## src/rtl/rpa_pkg.sv

```systemverilog
// Shared types and codes for the reference-counted page allocator.
`timescale 1ns / 1ps

package rpa_pkg;

  localparam int OP_W     = 2;
  localparam int PAGE_W   = 15;
  localparam int STATUS_W = 2;
  localparam int OCNT_W   = 8;

  localparam int IN_DATA_W  = 24;
  localparam int OUT_DATA_W = 32;

  localparam logic [OP_W-1:0] OP_ALLOC  = 2'd0;
  localparam logic [OP_W-1:0] OP_FREE   = 2'd1;
  localparam logic [OP_W-1:0] OP_ADDREF = 2'd2;
  localparam logic [OP_W-1:0] OP_READ   = 2'd3;

  localparam logic [STATUS_W-1:0] ST_OK  = 2'd0;
  localparam logic [STATUS_W-1:0] ST_OOM = 2'd1;
  localparam logic [STATUS_W-1:0] ST_BAD = 2'd2;

  // controller -> datapath
  typedef struct packed {
    logic clear_en;  // write zero into the count memory at the sweep index
    logic load;      // input transfer: latch op/page, start memory reads
    logic fire;      // execute: update memories, load result register
  } cmd_t;

  // datapath -> controller
  typedef struct packed {
    logic clear_done;  // sweep is on its last entry
    logic out_busy;    // result register holds a result that is not taken
  } sts_t;

endpackage

```

## src/rtl/rpa_ctrl.sv

```systemverilog
// Controller state machine: reset sweep, accept, execute.
`timescale 1ns / 1ps

module rpa_ctrl (
  input  logic          clk,
  input  logic          rst,
  input  logic          s_tvalid,
  output logic          s_tready,
  input  rpa_pkg::sts_t sts,
  output rpa_pkg::cmd_t cmd
);

  localparam logic [1:0] S_CLEAR = 2'd0;
  localparam logic [1:0] S_IDLE  = 2'd1;
  localparam logic [1:0] S_EXEC  = 2'd2;

  logic [1:0] state;
  logic [1:0] state_next;

  always_comb begin
    state_next   = state;
    cmd.clear_en = 1'b0;
    cmd.load     = 1'b0;
    cmd.fire     = 1'b0;
    s_tready     = 1'b0;
    case (state)
      S_CLEAR: begin
        cmd.clear_en = 1'b1;
        if (sts.clear_done) begin
          state_next = S_IDLE;
        end
      end
      S_IDLE: begin
        s_tready = 1'b1;
        if (s_tvalid) begin
          cmd.load   = 1'b1;
          state_next = S_EXEC;
        end
      end
      S_EXEC: begin
        // hold until the result register can take the new result
        if (!sts.out_busy) begin
          cmd.fire   = 1'b1;
          state_next = S_IDLE;
        end
      end
      default: begin
        state_next = S_CLEAR;
      end
    endcase
  end

  always_ff @(posedge clk) begin
    if (rst) begin
      state <= S_CLEAR;
    end else begin
      state <= state_next;
    end
  end

endmodule

```

## config.mk

```make
export PLATFORM = sky130hd
export DESIGN_NAME = rpa_ctrl
export DESIGN_NICKNAME = d
export VERILOG_FILES = /design/src/rtl/rpa_pkg.sv /design/src/rtl/rpa_ctrl.sv
export SDC_FILE = /design/constraint.sdc
export NUM_CORES = 1
export LEC_CHECK = 0
export BUFFER_PORTS_ARGS = -buffer_cell sky130_fd_sc_hd__buf_4
export CAP_MARGIN = 10
export CORE_AREA = 2 2 39 41
export CTS_BUF_LIST = sky130_fd_sc_hd__clkbuf_2 sky130_fd_sc_hd__clkbuf_4 sky130_fd_sc_hd__clkbuf_8
export CTS_CLUSTER_SIZE = 30
export DETAILED_ROUTE_END_ITERATION = 10
export DIE_AREA = 0 0 41 43
export PLACE_DENSITY = 0.36
export SKIP_CTS_REPAIR_TIMING = 1
export SYNTH_ARGS = -nofsm -noshare
export SYNTH_HDL_FRONTEND = slang
export SYNTH_SLANG_ARGS = --single-unit
```

## constraint.sdc

```tcl
create_clock -name clk -period 1.6 [get_ports clk]
set_input_delay 0.16 -clock clk [delete_from_list [all_inputs] [get_ports clk]]
set_output_delay 0.16 -clock clk [all_outputs]
set_load 0.02 [all_outputs]
```

; ---- After elaboration in Yosys (flattened, before gate mapping)
; Index checks and enable logic that the tools add are counted.
[word_totals]
mem_bits_ro = 0
mem_count = 0
reg_bits = 2
wordCells = 18
out_inout_bits = 4
latch_bits = 0
ram_bits = 0
inputBits = 5
[op_classes]
bitwise_logic = 0
n_div = 0
multipliers = 0
n_lt_le_gt_ge = 0
n_shift = 0
reduce_logical = 2
n_eq_ne = 5
add_sub_neg = 0
n_mux = 10
[op_table]
columns = cell, count
row1 = 2-to-1 mux 1 bit, 6
row2 = 2-to-1 mux 2 bit, 3
row3 = != test 2 bit (second input constant), 3
row4 = one-hot mux 2 bit (3 select lines), 1
row5 = AND reduction 3 bit, 1
row6 = == test 2 x 1 -> 1 bit (second input constant), 1
row7 = == test 2 bit (second input constant), 1
row8 = logical NOT 2 bit, 1

; ---- Longest topological paths before layout
[logic_depth]
ltp_word = 3
depth_mapped = 2
mapped_depth_nobuf = 2

; ---- Worst setup path after synthesis
; No wires, ideal clock.
[synth_timing]
path_type = register to register
start = reg state[1]
end = reg state[1]
n_path_buf = 0
path_slack_ns = 0.656
stages_incl_launch_ff = 3
arrival_ns = 0.829
t_required_ns = 1.485
setup_ns = 0.115
period_less_slack_ns = 0.944
path_cell_list = dfxtp_1 and3b_1 o21ba_1
[synth_between]
elab_chain_len = 3
elab_cells_between_ends = 8
cone_classes = 5 x eq/ne / 1 x mux / 2 x reduce/logical
[synth_rtl]
columns = item, line
row1 = "start, declared", rpa_ctrl.sv:17  ; logic [1:0] state;
row2 = "start signal, assigned", rpa_ctrl.sv:57  ; state <= state_next;
row3 = == test 2 bit (tied with other cells), rpa_ctrl.sv:26  ; case (state)
row4 = != test 2 bit (no source line), n/a
row5 = AND reduction 3 bit (no source line), n/a
; Parallel ways exist; a longest one is shown, timed or not.
; A chain may end at the register's enable or synchronous reset.

==> run summary <==
• result of the run: completed
• utilization of the core after routing: 0.156
• CTS sink count: 2
• critical path launch point type: flip-flop
• ratio of cells with drive above 1 in the final layout: 0.500
• Bufs on Longest Clock Path: 2
• part of the power in combinational logic: 0.210
• chain of cells forming the critical path: and3b_1, buf_4
• registers with the highest flip-flop counts: state: 2 flops
• post-layout power: 0.215 mW
• initial antenna violation count: 0
• share of power burned in the clock network: 0.514
• Relative slew margins: 0.871
• synthesized netlist net count: 18
• Most Used Layer, Global Route: met4
• Worst path max stage delay: 0.40 ns
• global-route total usage across every layer: 0.0491
• critical-path cell with the highest stage delay: sky130_fd_sc_hd__dfxtp_1
• largest net degree at the start of global routing: 8
• effective utilization at floorplan: 0.0814
• Internal Pwr Total: 0.161 mW
• Distinct cells, synth: 9
• number of buffers inserted by port buffering: 8
• global-route wire length before repair: 496 µm
• number of nets in the finished design: 31
• max-cap check violation count: 0
• Boundary Pins: 9
• M2 GR Usage: 0.0469
• count of mapped cells out of synthesis: 13
• die footprint: 1760 µm²
• height of the die: 43 µm
• Worst-Skew Late Latency: 0.22 ns
• drt total wl: 322 µm
• detail-routed net length per standard cell: 8.05 µm
• final number of setup-violating endpoints: 0
• overflow left after global routing: 0
• clock transition at the registers of the reported paths: 0.03 ns
• crit end category: primary output
• vias per cell: 3.20
• Period Utilization, post-route: 0.719
• sequential share of the synthesized area: 0.356
• Static Leak: 0.112 nW
• total vias in the final route: 128
• # rows: 14
• Tmin final: 1.15 ns
• required time of the worst setup path: 1.44 ns
• Data arrival, critical path: 0.99 ns
• Max Fclk: 0.870 GHz
• power density over the cells: 998 nW/µm²
• transition time at the pin with the least slew margin: 0.192 ns
• met1 Use GR: 0.0447
• Final Hold Violating Endpoints: 0
• Worst Clk Skew: 0.00141 ns
• remaining design rule violation count: 0
• area of the core: 1380 µm²
• flops & latches, synth: 2
• Sw Share: 0.249
• register with the highest flop count: state
• Buf+Inv Stages, Crit Path: 1
• post-synthesis to final-layout area growth: 91.1%
• number of global-route vias before repair: 151
• global-route track usage on met3: 0.0419
• unrepaired setup endpoints after global routing: false
• H-tree depth: 1
• final sum of negative setup slack: 0 ns
• number of antenna diodes: 0
• path type of the worst min-delay path: in2reg
• number of buffers created by CTS: 3
• Net Sw Power: 0.0535 mW
• worst-path fanout max: 7
• Cell Area, Synth: 113 µm²
• Setup Slack @ Placement: 0.673 ns
• cell chosen for the clock root: sky130_fd_sc_hd__clkbuf_4
• number of flip-flops in the largest register: 2
• DP Wirelength: 242 µm
• critical path's top delay family: flip-flops
• Antenna Violating Nets Remaining: 0
• clock tree from TritonCTS: yes
• crit path setup slack, layout: 0.450 ns
• per-instance average area after synthesis: 8.66 µm²
• crit path kind: reg2out
• Horiz. Die Dim: 41 µm
• Iter 0 DRT Violations: 3
• Final Max Slew Viols: 0
• final-layout fill cell count: 155
• TritonRoute pass-1 iters: 2
• Flop pwr share: 0.276
• gp weighted congestion: 0.587
• YS warnings: 0
• maximum resistive drop on vdd: 0.215 mV
routing by layer:
metal / part of all wire / wire length [µm]
met5: 0 / 0
met1: 0.42 / 136
met2: 0.37 / 118
met3: 0.19 / 62
met4: 0.016 / 5
power by group through the flow:
stage                     logic [mW]  registers, mW  clock network [mW]
after floorplan               0.0238         0.0587                   0
after global placement        0.0456         0.0602                   0
after detailed placement      0.0454         0.0604                   0
after CTS                     0.0456         0.0598               0.118
after global routing          0.0487         0.0602               0.117
final                         0.0450         0.0594               0.110
cell families (layout without fill, tap and decap cells):
family                 count (synthesis)  count (layout)  synth area share
AO/OA/AOI/OAI                          3               3             0.233
buffers and inverters                  1              12            0.0333
flip-flops                             2               2             0.356
AND/OR/NAND/NOR                        7               7             0.378
synth_stat cells:
master	instances	share of area
sky130_fd_sc_hd__a311oi_1	1	0.078
sky130_fd_sc_hd__and3b_1	1	0.078
sky130_fd_sc_hd__and3b_2	1	0.089
sky130_fd_sc_hd__dfxtp_1	2	0.36
sky130_fd_sc_hd__inv_1	1	0.033
sky130_fd_sc_hd__nand2b_1	2	0.11
sky130_fd_sc_hd__nor2_1	3	0.10
sky130_fd_sc_hd__o21a_1	1	0.067
sky130_fd_sc_hd__o21ba_1	1	0.089
placed cells by master, fill, tap and decap left out, drive strengths merged:
master and n:
dfxtp 2, o21ba 1, nand2b 2, and3b 2, nor2 3, buf 8, inv 1, a311oi 1
o21a 1, clkbuf 3
final timing paths:
kind / cells past startpoint / slack (ns) / to / from
worst max-delay path: 2 / 0.45 / cmd[1] / state[1]
worst min-delay path: 2 / 0.10 / state[0] / rst
worst max register to register: 2 / 0.71 / state[1] / state[1]
worst min register to register: 2 / 0.55 / state[0] / state[0]
final cells by class:
type	count	area [µm²]	share of cell area
multi-input combinational	10	68.8	0.320
timing repair buffer	8	60.1	0.279
sequential	2	40.0	0.186
clock buffer	3	22.5	0.105
tap	16	20.0	0.0930
inverter	1	3.75	0.0174
through the flow:
step / cell area, µm² / cells / hold WS, ns
after floorplan: 113 / 13 / 0.232
after global placement: 193 / 37 / 0.333
after detailed placement: 193 / 37 / 0.332
after CTS: 215 / 40 / 0.0957
after global routing: 215 / 40 / 0.106
final: 215 / 40 / 0.103
worst register-to-register path, delay by kind of cell, from the launching register on:
family	cells	cell delay (ns)
DFF	1	0.40
and+or+nand+nor	1	0.21
AOI/OAI and AO/OA	1	0.17
(Power assumes the default switching activity.)
